**config.mk**
```make
export PLATFORM = sky130hd
export DESIGN_NAME = char_lcd_nibble_sequencer
export DESIGN_NICKNAME = d
export VERILOG_FILES = /design/src/clns_pkg.sv /design/src/clns_front.sv /design/src/clns_queue.sv /design/src/clns_back.sv /design/src/char_lcd_nibble_sequencer.sv
export SDC_FILE = /design/constraint.sdc
export NUM_CORES = 1
export LEC_CHECK = 0
export ABC_AREA = 1
export BUFFER_PORTS_ARGS = -buffer_cell sky130_fd_sc_hd__buf_4
export CAP_MARGIN = 15
export CORE_AREA = 2 2 103 115
export DETAILED_ROUTE_END_ITERATION = 16
export DIE_AREA = 0 0 105 117
export HOLD_SLACK_MARGIN = 0.06
export PLACE_DENSITY_LB_ADDON = 0.08
export SETUP_SLACK_MARGIN = 0.15
export SLEW_MARGIN = 25
export SYNTH_ARGS = -nofsm -noshare
export SYNTH_HDL_FRONTEND = slang
export SYNTH_HIERARCHICAL = 1
export SYNTH_SLANG_ARGS = --single-unit
```
**constraint.sdc**
```tcl
create_clock -name clock -period 2.5 [get_ports clock]
set_clock_uncertainty 0.05 [all_clocks]
set_input_delay 0.375 -clock clock [delete_from_list [all_inputs] [get_ports clock]]
set_output_delay 0.375 -clock clock [all_outputs]
set_load 0.1 [all_outputs]
```
**src/clns_pkg.sv**
```systemverilog
package clns_pkg;

   localparam int unsigned REQ_DATA_W = 24;
   localparam int unsigned RSP_DATA_W = 24;
   localparam int unsigned CSR_ADDR_W = 3;
   localparam int unsigned CSR_DATA_W = 8;
   localparam int unsigned PHASE_W    = 5;

   typedef enum logic [2:0] {
      MODE_INIT    = 3'd0,
      MODE_COMMAND = 3'd1,
      MODE_DATA    = 3'd2,
      MODE_CLEAR   = 3'd3,
      MODE_HOME    = 3'd4,
      MODE_CURSOR  = 3'd5
   } mode_type;

   localparam logic [CSR_ADDR_W-1:0] CSR_FUNCTION_SET    = 3'd0;
   localparam logic [CSR_ADDR_W-1:0] CSR_DISPLAY_CONTROL = 3'd1;
   localparam logic [CSR_ADDR_W-1:0] CSR_ENTRY_MODE      = 3'd2;
   localparam logic [CSR_ADDR_W-1:0] CSR_CLEAR           = 3'd3;
   localparam logic [CSR_ADDR_W-1:0] CSR_HOME            = 3'd4;

   localparam logic [7:0] RST_FUNCTION_SET    = 8'h28;
   localparam logic [7:0] RST_DISPLAY_CONTROL = 8'h0E;
   localparam logic [7:0] RST_ENTRY_MODE      = 8'h06;
   localparam logic [7:0] RST_CLEAR           = 8'h01;
   localparam logic [7:0] RST_HOME            = 8'h02;

   localparam logic [7:0] ROW1_BASE = 8'h80;
   localparam logic [7:0] ROW2_BASE = 8'hC0;
   localparam logic [1:0] ROW_ONE   = 2'd1;
   localparam logic [1:0] ROW_TWO   = 2'd2;

   localparam logic [3:0] WAKE_NIBBLE  = 4'h3;
   localparam logic [3:0] FOUR_BIT_NIB = 4'h2;

   localparam logic [15:0] EN_HIGH_US     = 16'd10;
   localparam logic [15:0] EN_LOW_US      = 16'd100;
   localparam logic [15:0] LONG_LOW_US    = 16'd2100;
   localparam logic [15:0] POWER_UP_US    = 16'd40000;
   localparam logic [15:0] WAKE1_LOW_US   = 16'd5100;
   localparam logic [15:0] WAKE2_LOW_US   = 16'd250;

   // init: phase 0 power-up wait, 1..8 wake nibbles, 9..24 four bytes
   localparam logic [PHASE_W-1:0] INIT_LAST_PHASE  = 5'd24;
   localparam logic [PHASE_W-1:0] INIT_BYTE_PHASE  = 5'd9;
   localparam logic [PHASE_W-1:0] BYTE_LAST_PHASE  = 5'd3;

   localparam logic [1:0] INIT_BYTE_FUNC  = 2'd0;
   localparam logic [1:0] INIT_BYTE_DISP  = 2'd1;
   localparam logic [1:0] INIT_BYTE_CLEAR = 2'd2;
   localparam logic [1:0] INIT_BYTE_ENTRY = 2'd3;

   typedef struct packed {
      logic [7:0] function_set;
      logic [7:0] display_control;
      logic [7:0] entry_mode;
      logic [7:0] clear;
      logic [7:0] home;
   } cfg_type;

   typedef struct packed {
      logic       is_init;
      logic       reg_select;
      logic       long_hold;
      logic [7:0] byte_value;
   } job_type;

   typedef struct packed {
      logic        reg_select;
      logic        read_write;
      logic        enable_pin;
      logic [3:0]  bus_nibble;
      logic [15:0] hold_us;
      logic        last;
   } pin_type;

endpackage

```
**src/clns_front.sv**
```systemverilog
module clns_front (
   input  logic                                clock,
   input  logic                                reset,
   input  logic                                req_tvalid,
   output logic                                req_tready,
   input  logic [clns_pkg::REQ_DATA_W-1:0]     req_tdata,
   input  clns_pkg::cfg_type                   cfg,
   output logic                                job_valid,
   input  logic                                job_ready,
   output clns_pkg::job_type                   job
);

   logic              valid_ff, valid_in;
   clns_pkg::job_type job_ff, job_in;
   logic [2:0]        mode;
   logic [7:0]        byte_value;
   logic [1:0]        cursor_row;
   logic [7:0]        cursor_col;
   logic [7:0]        cursor_addr;
   logic              known;
   logic              accept;

   assign mode       = req_tdata[2:0];
   assign byte_value = req_tdata[10:3];
   assign cursor_row = req_tdata[12:11];
   assign cursor_col = req_tdata[20:13];

   assign req_tready = !valid_ff || job_ready;
   assign accept     = req_tvalid && req_tready;

   always_comb begin
      cursor_addr = cursor_col - 8'd1;
      if (cursor_row == clns_pkg::ROW_ONE) begin
         cursor_addr = cursor_addr | clns_pkg::ROW1_BASE;
      end else if (cursor_row == clns_pkg::ROW_TWO) begin
         cursor_addr = cursor_addr | clns_pkg::ROW2_BASE;
      end
   end

   // classify the request into one job for the back end; drop unused modes
   always_comb begin
      known              = 1'b1;
      job_in.is_init     = 1'b0;
      job_in.reg_select  = 1'b0;
      job_in.long_hold   = 1'b0;
      job_in.byte_value  = byte_value;
      case (mode)
         clns_pkg::MODE_INIT: begin
            job_in.is_init = 1'b1;
         end
         clns_pkg::MODE_COMMAND: begin
         end
         clns_pkg::MODE_DATA: begin
            job_in.reg_select = 1'b1;
         end
         clns_pkg::MODE_CLEAR: begin
            job_in.long_hold  = 1'b1;
            job_in.byte_value = cfg.clear;
         end
         clns_pkg::MODE_HOME: begin
            job_in.long_hold  = 1'b1;
            job_in.byte_value = cfg.home;
         end
         clns_pkg::MODE_CURSOR: begin
            job_in.byte_value = cursor_addr;
         end
         default: begin
            known = 1'b0;
         end
      endcase
   end

   always_comb begin
      valid_in = valid_ff;
      if (accept) begin
         valid_in = known;
      end else if (job_ready) begin
         valid_in = 1'b0;
      end
   end

   always_ff @(posedge clock) begin
      if (reset) begin
         valid_ff <= 1'b0;
      end else begin
         valid_ff <= valid_in;
      end
   end

   always_ff @(posedge clock) begin
      if (accept) begin
         job_ff <= job_in;
      end
   end

   assign job_valid = valid_ff;
   assign job       = job_ff;

endmodule

```
**src/clns_queue.sv**
```systemverilog
module clns_queue #(
   parameter int unsigned DEPTH = 2
) (
   input  logic              clock,
   input  logic              reset,
   input  logic              push_valid,
   output logic              push_ready,
   input  clns_pkg::job_type push_data,
   output logic              pop_valid,
   input  logic              pop_ready,
   output clns_pkg::job_type pop_data
);

   localparam int unsigned AW = (DEPTH > 1) ? $clog2(DEPTH) : 1;
   localparam int unsigned CW = $clog2(DEPTH + 1);
   localparam logic [AW-1:0] LAST_SLOT = AW'(DEPTH - 1);
   localparam logic [CW-1:0] FULL_COUNT = CW'(DEPTH);

   clns_pkg::job_type slots [DEPTH];
   logic [AW-1:0]     wr_ptr_ff, wr_ptr_in;
   logic [AW-1:0]     rd_ptr_ff, rd_ptr_in;
   logic [CW-1:0]     count_ff, count_in;
   logic              push, pop;

   assign push_ready = count_ff != FULL_COUNT;
   assign pop_valid  = count_ff != '0;
   assign push       = push_valid && push_ready;
   assign pop        = pop_valid && pop_ready;
   assign pop_data   = slots[rd_ptr_ff];

   always_comb begin
      wr_ptr_in = wr_ptr_ff;
      rd_ptr_in = rd_ptr_ff;
      count_in  = count_ff;
      if (push) begin
         wr_ptr_in = (wr_ptr_ff == LAST_SLOT) ? '0 : wr_ptr_ff + AW'(1);
      end
      if (pop) begin
         rd_ptr_in = (rd_ptr_ff == LAST_SLOT) ? '0 : rd_ptr_ff + AW'(1);
      end
      if (push && !pop) begin
         count_in = count_ff + CW'(1);
      end else if (pop && !push) begin
         count_in = count_ff - CW'(1);
      end
   end

   always_ff @(posedge clock) begin
      if (reset) begin
         wr_ptr_ff <= '0;
         rd_ptr_ff <= '0;
         count_ff  <= '0;
      end else begin
         wr_ptr_ff <= wr_ptr_in;
         rd_ptr_ff <= rd_ptr_in;
         count_ff  <= count_in;
      end
   end

   always_ff @(posedge clock) begin
      if (push) begin
         slots[wr_ptr_ff] <= push_data;
      end
   end

endmodule

```
**src/clns_back.sv**
```systemverilog
module clns_back (
   input  logic              clock,
   input  logic              reset,
   input  logic              job_valid,
   output logic              job_ready,
   input  clns_pkg::job_type job,
   input  clns_pkg::cfg_type cfg,
   output logic              rsp_tvalid,
   input  logic              rsp_tready,
   output clns_pkg::pin_type pins
);

   typedef enum logic [1:0] {
      S_IDLE = 2'b01,
      S_RUN  = 2'b10
   } state_type;

   state_type                     state_ff, state_in;
   clns_pkg::job_type             job_ff;
   logic [clns_pkg::PHASE_W-1:0]  phase_ff, phase_in;
   logic                          out_valid_ff, out_valid_in;
   clns_pkg::pin_type             pins_ff, pins_in;
   logic                          emit;
   logic [clns_pkg::PHASE_W-1:0]  wake_idx;
   logic [clns_pkg::PHASE_W-1:0]  byte_phase;
   logic [7:0]                    cur_byte;
   logic                          cur_long;

   assign emit      = (state_ff == S_RUN) && (!out_valid_ff || rsp_tready);
   assign job_ready = state_ff == S_IDLE;
   assign wake_idx  = phase_ff - clns_pkg::PHASE_W'(1);

   always_comb begin
      byte_phase = phase_ff;
      cur_byte   = job_ff.byte_value;
      cur_long   = job_ff.long_hold;
      if (job_ff.is_init) begin
         byte_phase = phase_ff - clns_pkg::INIT_BYTE_PHASE;
         cur_long   = byte_phase[3:2] == clns_pkg::INIT_BYTE_CLEAR;
         case (byte_phase[3:2])
            clns_pkg::INIT_BYTE_FUNC:  cur_byte = cfg.function_set;
            clns_pkg::INIT_BYTE_DISP:  cur_byte = cfg.display_control;
            clns_pkg::INIT_BYTE_CLEAR: cur_byte = cfg.clear;
            default:                   cur_byte = cfg.entry_mode;
         endcase
      end
   end

   // one pin update per phase: enable high then low, high nibble first
   always_comb begin
      pins_in.reg_select = job_ff.reg_select;
      pins_in.read_write = 1'b0;
      pins_in.enable_pin = !byte_phase[0];
      pins_in.bus_nibble = byte_phase[1] ? cur_byte[3:0] : cur_byte[7:4];
      if (!byte_phase[0]) begin
         pins_in.hold_us = clns_pkg::EN_HIGH_US;
      end else if (cur_long && byte_phase[1]) begin
         pins_in.hold_us = clns_pkg::LONG_LOW_US;
      end else begin
         pins_in.hold_us = clns_pkg::EN_LOW_US;
      end
      pins_in.last = phase_ff == clns_pkg::BYTE_LAST_PHASE;
      if (job_ff.is_init) begin
         pins_in.last = phase_ff == clns_pkg::INIT_LAST_PHASE;
         if (phase_ff == '0) begin
            pins_in.reg_select = 1'b0;
            pins_in.enable_pin = 1'b0;
            pins_in.bus_nibble = '0;
            pins_in.hold_us    = clns_pkg::POWER_UP_US;
         end else if (phase_ff < clns_pkg::INIT_BYTE_PHASE) begin
            pins_in.enable_pin = !wake_idx[0];
            pins_in.bus_nibble = (wake_idx[2:1] == 2'd3) ? clns_pkg::FOUR_BIT_NIB
                                                          : clns_pkg::WAKE_NIBBLE;
            if (!wake_idx[0]) begin
               pins_in.hold_us = clns_pkg::EN_HIGH_US;
            end else if (wake_idx[2:1] == 2'd0) begin
               pins_in.hold_us = clns_pkg::WAKE1_LOW_US;
            end else if (wake_idx[2:1] == 2'd1) begin
               pins_in.hold_us = clns_pkg::WAKE2_LOW_US;
            end else begin
               pins_in.hold_us = clns_pkg::EN_LOW_US;
            end
         end
      end
   end

   always_comb begin
      state_in     = state_ff;
      phase_in     = phase_ff;
      out_valid_in = out_valid_ff && !rsp_tready;
      case (state_ff)
         S_IDLE: begin
            if (job_valid) begin
               state_in = S_RUN;
               phase_in = '0;
            end
         end
         S_RUN: begin
            if (emit) begin
               out_valid_in = 1'b1;
               phase_in     = phase_ff + clns_pkg::PHASE_W'(1);
               if (pins_in.last) begin
                  state_in = S_IDLE;
               end
            end
         end
         default: begin
            state_in = S_IDLE;
         end
      endcase
   end

   always_ff @(posedge clock) begin
      if (reset) begin
         state_ff     <= S_IDLE;
         phase_ff     <= '0;
         out_valid_ff <= 1'b0;
      end else begin
         state_ff     <= state_in;
         phase_ff     <= phase_in;
         out_valid_ff <= out_valid_in;
      end
   end

   always_ff @(posedge clock) begin
      if (job_ready && job_valid) begin
         job_ff <= job;
      end
      if (emit) begin
         pins_ff <= pins_in;
      end
   end

   assign rsp_tvalid = out_valid_ff;
   assign pins       = pins_ff;

   a_byte_phase_range: assert property (@(posedge clock) disable iff (reset)
      (state_ff == S_RUN && !job_ff.is_init) |-> phase_ff <= clns_pkg::BYTE_LAST_PHASE)
      else $error("byte job ran past its last phase");

   a_init_phase_range: assert property (@(posedge clock) disable iff (reset)
      (state_ff == S_RUN && job_ff.is_init) |-> phase_ff <= clns_pkg::INIT_LAST_PHASE)
      else $error("init job ran past its last phase");

   a_last_ends_run: assert property (@(posedge clock) disable iff (reset)
      (emit && pins_in.last) |=> (state_ff == S_IDLE && out_valid_ff))
      else $error("run did not end after its final update");

   a_no_emit_idle: assert property (@(posedge clock) disable iff (reset)
      (state_ff == S_IDLE) |=> (!out_valid_ff || $past(out_valid_ff)))
      else $error("update produced while no job was running");

endmodule

```
**src/char_lcd_nibble_sequencer.sv**
```systemverilog
// Channel | Direction | Handshake         | Contents
// req     | in        | tvalid/tready     | one LCD request
// rsp     | out       | tvalid/tready     | one timed pin update, tlast on the final one
// csr     | in        | we (no wait)      | command byte registers 0..4
//
// A byte request gives 4 updates, init gives 25; unused modes give none.
// The back-end sequencer emits one update a cycle while rsp_tready is high, and
// returns to idle between requests to take the next job from the queue.
// Reset restores the default command bytes and empties the queue and output stage.
// A stalled rsp holds its update; requests keep queueing until the queue is full.
module char_lcd_nibble_sequencer #(
   parameter int unsigned QUEUE_DEPTH = 2
) (
   input  logic                                 clock,
   input  logic                                 reset,
   input  logic                                 req_tvalid,
   output logic                                 req_tready,
   // mode[2:0], byte_value[10:3], cursor_row[12:11], cursor_col[20:13], zero fill
   input  logic [clns_pkg::REQ_DATA_W-1:0]      req_tdata,
   output logic                                 rsp_tvalid,
   input  logic                                 rsp_tready,
   // reg_select[0], read_write[1], enable_pin[2], bus_nibble[6:3], hold_us[22:7], zero
   output logic [clns_pkg::RSP_DATA_W-1:0]      rsp_tdata,
   output logic                                 rsp_tlast,
   input  logic                                 csr_we,
   input  logic [clns_pkg::CSR_ADDR_W-1:0]      csr_addr,
   input  logic [clns_pkg::CSR_DATA_W-1:0]      csr_wdata
);

   clns_pkg::cfg_type cfg_ff, cfg_in;
   logic              front_valid, front_ready;
   clns_pkg::job_type front_job;
   logic              queue_valid, queue_ready;
   clns_pkg::job_type queue_job;
   clns_pkg::pin_type pins;

   always_comb begin
      cfg_in = cfg_ff;
      if (csr_we) begin
         case (csr_addr)
            clns_pkg::CSR_FUNCTION_SET:    cfg_in.function_set    = csr_wdata;
            clns_pkg::CSR_DISPLAY_CONTROL: cfg_in.display_control = csr_wdata;
            clns_pkg::CSR_ENTRY_MODE:      cfg_in.entry_mode      = csr_wdata;
            clns_pkg::CSR_CLEAR:           cfg_in.clear           = csr_wdata;
            clns_pkg::CSR_HOME:            cfg_in.home            = csr_wdata;
            default: ;
         endcase
      end
   end

   always_ff @(posedge clock) begin
      if (reset) begin
         cfg_ff.function_set    <= clns_pkg::RST_FUNCTION_SET;
         cfg_ff.display_control <= clns_pkg::RST_DISPLAY_CONTROL;
         cfg_ff.entry_mode      <= clns_pkg::RST_ENTRY_MODE;
         cfg_ff.clear           <= clns_pkg::RST_CLEAR;
         cfg_ff.home            <= clns_pkg::RST_HOME;
      end else begin
         cfg_ff <= cfg_in;
      end
   end

   clns_front u_front (
      .clock      (clock),
      .reset      (reset),
      .req_tvalid (req_tvalid),
      .req_tready (req_tready),
      .req_tdata  (req_tdata),
      .cfg        (cfg_ff),
      .job_valid  (front_valid),
      .job_ready  (front_ready),
      .job        (front_job)
   );

   clns_queue #(
      .DEPTH (QUEUE_DEPTH)
   ) u_queue (
      .clock      (clock),
      .reset      (reset),
      .push_valid (front_valid),
      .push_ready (front_ready),
      .push_data  (front_job),
      .pop_valid  (queue_valid),
      .pop_ready  (queue_ready),
      .pop_data   (queue_job)
   );

   clns_back u_back (
      .clock      (clock),
      .reset      (reset),
      .job_valid  (queue_valid),
      .job_ready  (queue_ready),
      .job        (queue_job),
      .cfg        (cfg_ff),
      .rsp_tvalid (rsp_tvalid),
      .rsp_tready (rsp_tready),
      .pins       (pins)
   );

   assign rsp_tdata = {1'b0, pins.hold_us, pins.bus_nibble, pins.enable_pin,
                       pins.read_write, pins.reg_select};
   assign rsp_tlast = pins.last;

endmodule
```
# Word level (Yosys, flattened, before mapping)
# Memories as Yosys holds them, arrays and structs flattened. A register that Yosys moved wholly into a read port is not among the register bits.
# Index checks and enable logic that the tools add are counted.
dict set report totals {
  ff_bits 87
  ram_bits 22
  input_bits 40
  output_inout_bits 27
  elab_cells 129
  n_memories 1
}
# memory depth word_bits rd rd_clocked_by_memory_dff write_ports line_no
set memory_table {}
lappend memory_table {u_queue.slots 2 11 1 1 1 clns_queue.sv:19} ;# clns_pkg::job_type slots [DEPTH];
dict set report op_classes {
  n_addsub 8
  order_cmp 1
  n_eq_ne 23
  mux 40
  reduce_logical 35
}
# operator n
set ops {}
lappend ops {{$mux 16} 3}
lappend ops {{$pmux 8 s3} 2}
lappend ops {{$mux 21} 2}
lappend ops {{$mux 8} 4}
lappend ops {{$mux 22} 1}
lappend ops {{$mux 1} 16}
lappend ops {{$eq 3x2->1 const B} 4}
lappend ops {{$mux 12} 1}
lappend ops {{$mux 2} 6}
lappend ops {{$mux 5} 2}
lappend ops {{$pmux 5 s2} 1}
lappend ops {{$reduce_and 2->1} 5}
lappend ops {{$eq 3x3->1 const B} 3}
lappend ops {{$eq 2x1->1 const B} 4}
lappend ops {{$eq 2x2->1 const B} 4}
lappend ops {{$logic_and 1x1->1} 8}
lappend ops {{$reduce_bool 2->1} 4}
lappend ops {{$sub 8x1->8 const B} 1}
lappend ops {{$logic_not 1->1} 7}
lappend ops {{$eq 3x1->1 const B} 2}
lappend ops {{$logic_not 3->1} 2}
lappend ops {{$ne 2x1->1 const B} 3}
lappend ops {{$reduce_and 3->1} 2}
lappend ops {{$reduce_or 6->1} 1}
lappend ops {{16 further kinds} 19}

# Logic depth before layout (Yosys ltp)
dict set report depth {
  depth_word 12
  depth_mapped 15
  ltp_nobuf 15
}

# Hierarchy
# The synthesis kept the hierarchy.
# module instances cells_per_inst area_per_inst_um2 seq_area_each_um2
set by_module_without_submodules {}
lappend by_module_without_submodules {clns_back 1 250 2137.0 1031.0}
lappend by_module_without_submodules {char_lcd_nibble_sequencer 1 233 1640.3 800.8}
lappend by_module_without_submodules {clns_queue 1 71 1081.0 760.7}
lappend by_module_without_submodules {clns_front 1 102 807.0 350.3}

# Worst setup path before layout
# Ideal clock, no wire load.
dict set report synth_path {
  path_type {flip-flop to flip-flop}
  startpoint {register u_back.out_valid_ff (netlist: u_back/rsp_tvalid)}
  endpoint {register u_back/phase_ff[4] (netlist name)}
  setup_time_ns 0.114
  arrival_ns 2.422
  required_time_ns 2.336
  path_slack_ns -0.086
  path_stages_with_launch 10
  path_buffers 0
  synth_period_minus_slack_ns 2.586
  cell_sequence {dfxtp_1 > inv_1 > nor2_1 > nor2_1 > nor2_1 > inv_1 > nand3_1 > nor2_1 > xor2_1 > nor2_1}
}
dict set report synth_between {
  elab_chain_len 5
}
# element line_no
set synth_rtl {}
lappend synth_rtl {{start, declared} clns_back.sv:21} ;# logic out_valid_ff, out_valid_in;
lappend synth_rtl {{start signal, assigned} clns_back.sv:121} ;# out_valid_ff <= out_valid_in;
lappend synth_rtl {{$logic_not 1->1} clns_back.sv:29} ;# assign emit = (state_ff == S_RUN) && (!out_valid_ff || rsp_tready);
lappend synth_rtl {{$logic_or 1x1->1} clns_back.sv:29}
lappend synth_rtl {{$logic_and 1x1->1} clns_back.sv:29}
lappend synth_rtl {{net u_back.emit} clns_back.sv:23} ;# logic emit;
lappend synth_rtl {{$ne 2x1->1 (no source line)} n/a}
lappend synth_rtl {{$reduce_and 3->1 (no source line)} n/a}
lappend synth_rtl {{end signal, assigned} clns_back.sv:120} ;# phase_ff <= phase_in;
lappend synth_rtl {{end, declared} clns_back.sv:20} ;# logic [clns_pkg::PHASE_W-1:0] phase_ff, phase_in;
# The timed path passes the listed nets, and every way through them passes these cells.
# A chain may end at the register's enable or synchronous reset.

==> summary.md <==
| Metric | Value |
|---|---|
| Post-layout worst setup margin | 0.3216 ns |
| Internal | 4.705 mW |
| Number of buffers added on ports | 58 |
| Layout cells sized above 1 | 20.90% |
| Met3 layer usage reported by global route | 4.651% |
| Sum of net half-perimeters after detailed placement | 8772 µm |
| Post-detailed-routing wire length | 12130 µm |
| Mapped cell area | 5665 µm² |
| Net switching share of the total power | 37.11% |
| Vias in the first global route | 4180 |
| Sum Neg Setup Slack | 0 ns |
| Post-route minimum period | 2.178 ns |
| Congestion Overflow GR | 0 |
| Source-to-sink clock delay at the later pin of the worst-skew pair | 0.41 ns |
| Number of enable flip-flop cells after synthesis | 62 |
| Number of distinct library cells after synthesis | 45 |
| Crit path kind | flip-flop to flip-flop |
| Top_reg_cell synth | edfxtp_1 |
| Register area share after synthesis | 51.94% |
| Initial Utilization | 50.66% |
| Met2 Track Usage GR | 36.97% |
| LEAKAGE | 2.985 nW |
| Die extent in y | 117 µm |
| DRC marker count from the first detailed-route iteration | 229 |
| Final routed wire length divided by cell count | 13.67 µm |
| Global-route layer with the greatest usage | met2 |
| Via-to-Cell Ratio | 5.087 |
| Main combinational cell family by area after synthesis | simple AND/OR/NAND/NOR gates |
| Clock H-tree levels | 4 |
| Kind of path behind the tightest hold check | input pin to flip-flop |
| Part of the total power dissipated in sequential elements | 33.8% |
| Inserted Clock Buffers | 17 |
| Least-Margin Pin Slew | 0.6711 ns |
| Root buffer cell | clkbuf_16 |
| Area growth, synth to finish | 20.12% |
| Standard-cell rows | 41 |
| MaxCap Viol Count | 0 |
| RSZ-0062 raised after global routing | false |
| Fraction of synthesized area in multiplexers | 2.849% |
| Post-route DRC | 0 |
| Post-synthesis register bit count | 116 |
| WP data arrival | 2.28 ns |
| Floorplan die area | 12290 µm² |
| Part of the total power dissipated in combinational logic | 35.0% |
| Placed Instance Area | 6225 µm² |
| Number of placed instances, taps included | 855 |
| Met1 Resource Use GR | 25.12% |
| Number of hold violations in the final report | 0 |
| Nature of the critical path startpoint | flip-flop |
| DR pass1 iterations | 5 |
| Total clock sinks | 116 |
| Final design area excluding fillers | 6805 µm² |
| Async set or reset register ratio after synthesis | 0% |
| Worst IR Drop VDD | 0.5708 mV |
| Run status | finished, final reports clean |
| Global placer's final weighted congestion | 0.8774 |
| NumNets Final | 770 |
| First-pass GRT wire length | 19880 µm |
| Average cell area after synthesis | 8.636 µm² |
| Fraction of synthesized cell area in xor and xnor cells | 0.3092% |
| Clock network fraction of design power | 31.2% |
| Psw | 2.776 mW |
| Post-Place Worst Slack | 0.2671 ns |
| Gr usage total | 20.86% |
| Largest net degree at the start of global routing | 41 |
| Antenna Cells | 0 |
| Post-layout instance count excluding filler cells | 887 |
| Slew Viols, Final | 0 |
| Yosys warning total | 6 |
| Horizontal die dimension | 105 µm |
| Initial antenna violation count | 0 |
| Share of the core filled with cells | 60.85% |
| Final Cycle Share | 87.14% |
| Final setup violation count | 0 |
| Highest fanout seen on the critical path | 12 |
| Required arrival time at the worst endpoint | 2.61 ns |
| Via Count | 4512 |
| Core area | 11180 µm² |
| Longest Clk Path Bufs | 2 |
| Worst max-slew margin expressed relative to the limit | 55.20% |
| Compound-gate portion of the synthesized area | 5.786% |
| CTS clk-pin slew, worst paths | 0.05 ns |
| CTS tree | yes |
| FMAX | 459.0 MHz |
| IO Pins | 67 |
| ANT nets after route | 0 |
| Power density normalized to cell area | 1099 nW/µm² |
| Kind of end point of the critical path | flip-flop |
| Total power | 7.481 mW |
| Adder and majority gate portion of the synthesized area | 1.325% |
| Worst hold margin | 0.1356 ns |
| Synthesized-area fraction occupied by and/or/nand/nor cells | 30.41% |
| CTS Hold Bufs | 0 |
| Cell count after synthesis | 656 |
## worst paths after layout
kind | from | to | slack [ns] | cells after the start
hold reg to reg | u_front/job[3]$_DFFE_PP_ | u_queue/slots[0][3]$_DFFE_PP_ | 0.39 | 0
setup reg to reg | u_back/phase_ff[1]$_SDFFE_PP0P_ | u_back/pins[20]$_DFFE_PP_ | 0.32 | 12
setup / recovery | u_back/phase_ff[1]$_SDFFE_PP0P_ | u_back/pins[20]$_DFFE_PP_ | 0.32 | 12
hold / removal | csr_wdata[3] | cfg_ff[27]$_SDFFE_PP1P_ | 0.14 | 3
## synthesized netlist by cell type, types with 2 or more instances
| cell | instances | area share, % |
|---|---|---|
| o21ai_1 | 10 | 0.88 |
| buf_4 | 10 | 1.3 |
| ha_1 | 6 | 1.3 |
| buf_6 | 3 | 0.60 |
| nor2_1 | 100 | 6.6 |
| buf_1 | 3 | 0.20 |
| clkbuf_1 | 2 | 0.13 |
| nand3_1 | 65 | 5.7 |
| mux2_4 | 10 | 2.7 |
| nand3_2 | 4 | 0.71 |
| o21ai_2 | 4 | 0.62 |
| o2111ai_1 | 2 | 0.31 |
| a21oi_1 | 12 | 1.1 |
| nor2_8 | 2 | 0.71 |
| buf_2 | 2 | 0.18 |
| conb_1 | 2 | 0.13 |
| edfxtp_1 | 62 | 33 |
| dfxtp_1 | 54 | 19 |
| nor2_4 | 7 | 1.4 |
| nor2_2 | 4 | 0.44 |
| nand4_1 | 11 | 1.2 |
| inv_2 | 10 | 0.66 |
| a211oi_1 | 2 | 0.26 |
| a31oi_1 | 3 | 0.33 |
| inv_1 | 59 | 3.9 |
| nand2_1 | 158 | 10 |
| o21ai_0 | 17 | 1.5 |
| nand2_2 | 6 | 0.66 |
| nand3_4 | 2 | 0.62 |
| nor3_1 | 7 | 0.62 |
| nand2_4 | 3 | 0.60 |
## state kept, by name (all words and copies together), names as in the netlist, 2 cells and up, named ones only
name	count
u_queue/count_ff	2
cfg_ff	40
u_front/job	11
u_back/job_ff	11
u_back/phase_ff	5
u_queue/slots	22
u_back/pins	18
u_back/state_ff	2
## worst max-delay path: stages, from the launching register on
cell and delay [ns]:
dfxtp_1 0.43, inv_1 0.14, ha_1 0.23, inv_1 0.07, nand2_1 0.05, nand2_1 0.36
nor2_2 0.12, nand2_1 0.09, nand4_1 0.14, nand2_1 0.09, nand2_1 0.05, nand2_1 0.07
nor2_1 0.04
## power by group through the flow
stage               Clock [mW]  Combinational [mW]  Sequential, mW
floorplan                    0                1.93            2.67
global placement             0                2.54            2.57
detailed placement           0                2.59            2.57
CTS                       2.38                2.61            2.53
global route              2.46                2.89            2.55
finish                    2.34                2.62            2.53
## cell families (layout without fill, tap and decap cells)
| kind of cell | after synthesis | count (layout) |
|---|---|---|
| compound gates | 56 | 56 |
| xor+xnor | 2 | 2 |
| fa+ha+maj | 6 | 6 |
| buf+inv | 91 | 169 |
| flops | 116 | 116 |
| mux | 11 | 11 |
| other cells | 2 | 5 |
| simple gates | 372 | 372 |
## cells in the final DEF, fill, tap and decap left out, types with 12 or more instances in the layout
cell type	count
nand2_1	158
nor2_1	99
buf_4	66
nand3_1	65
edfxtp_1	62
inv_1	59
dfxtp_1	54
o21ai_0	17
clkbuf_16	17
a21oi_1	12
## timing repair
action                                 in CTS  in global routing
gates resized for setup                     0                  1
endpoints found under the hold margin       0                  0
setup endpoints to repair                   0                  1
setup buffers                               0                  0
## layer usage
metal | up-vias | wire length (µm)
li1 | 2296 | -
met1 | 2084 | 5219
met2 | 118 | 6174
met3 | 14 | 554
met4 | 0 | 179
met5 | - | 0
## area by class of cell
| type | count | area (µm²) |
|---|---|---|
| fill | 1002 | 4378 |
| sequential | 116 | 2943 |
| multi-input combinational | 452 | 2331 |
| timing repair buffer | 66 | 495.5 |
| clock buffer | 20 | 446.7 |
| inverter | 71 | 272.8 |
| tap | 150 | 187.7 |
| clock inverter | 12 | 128.9 |
(Power assumes the default switching activity.)
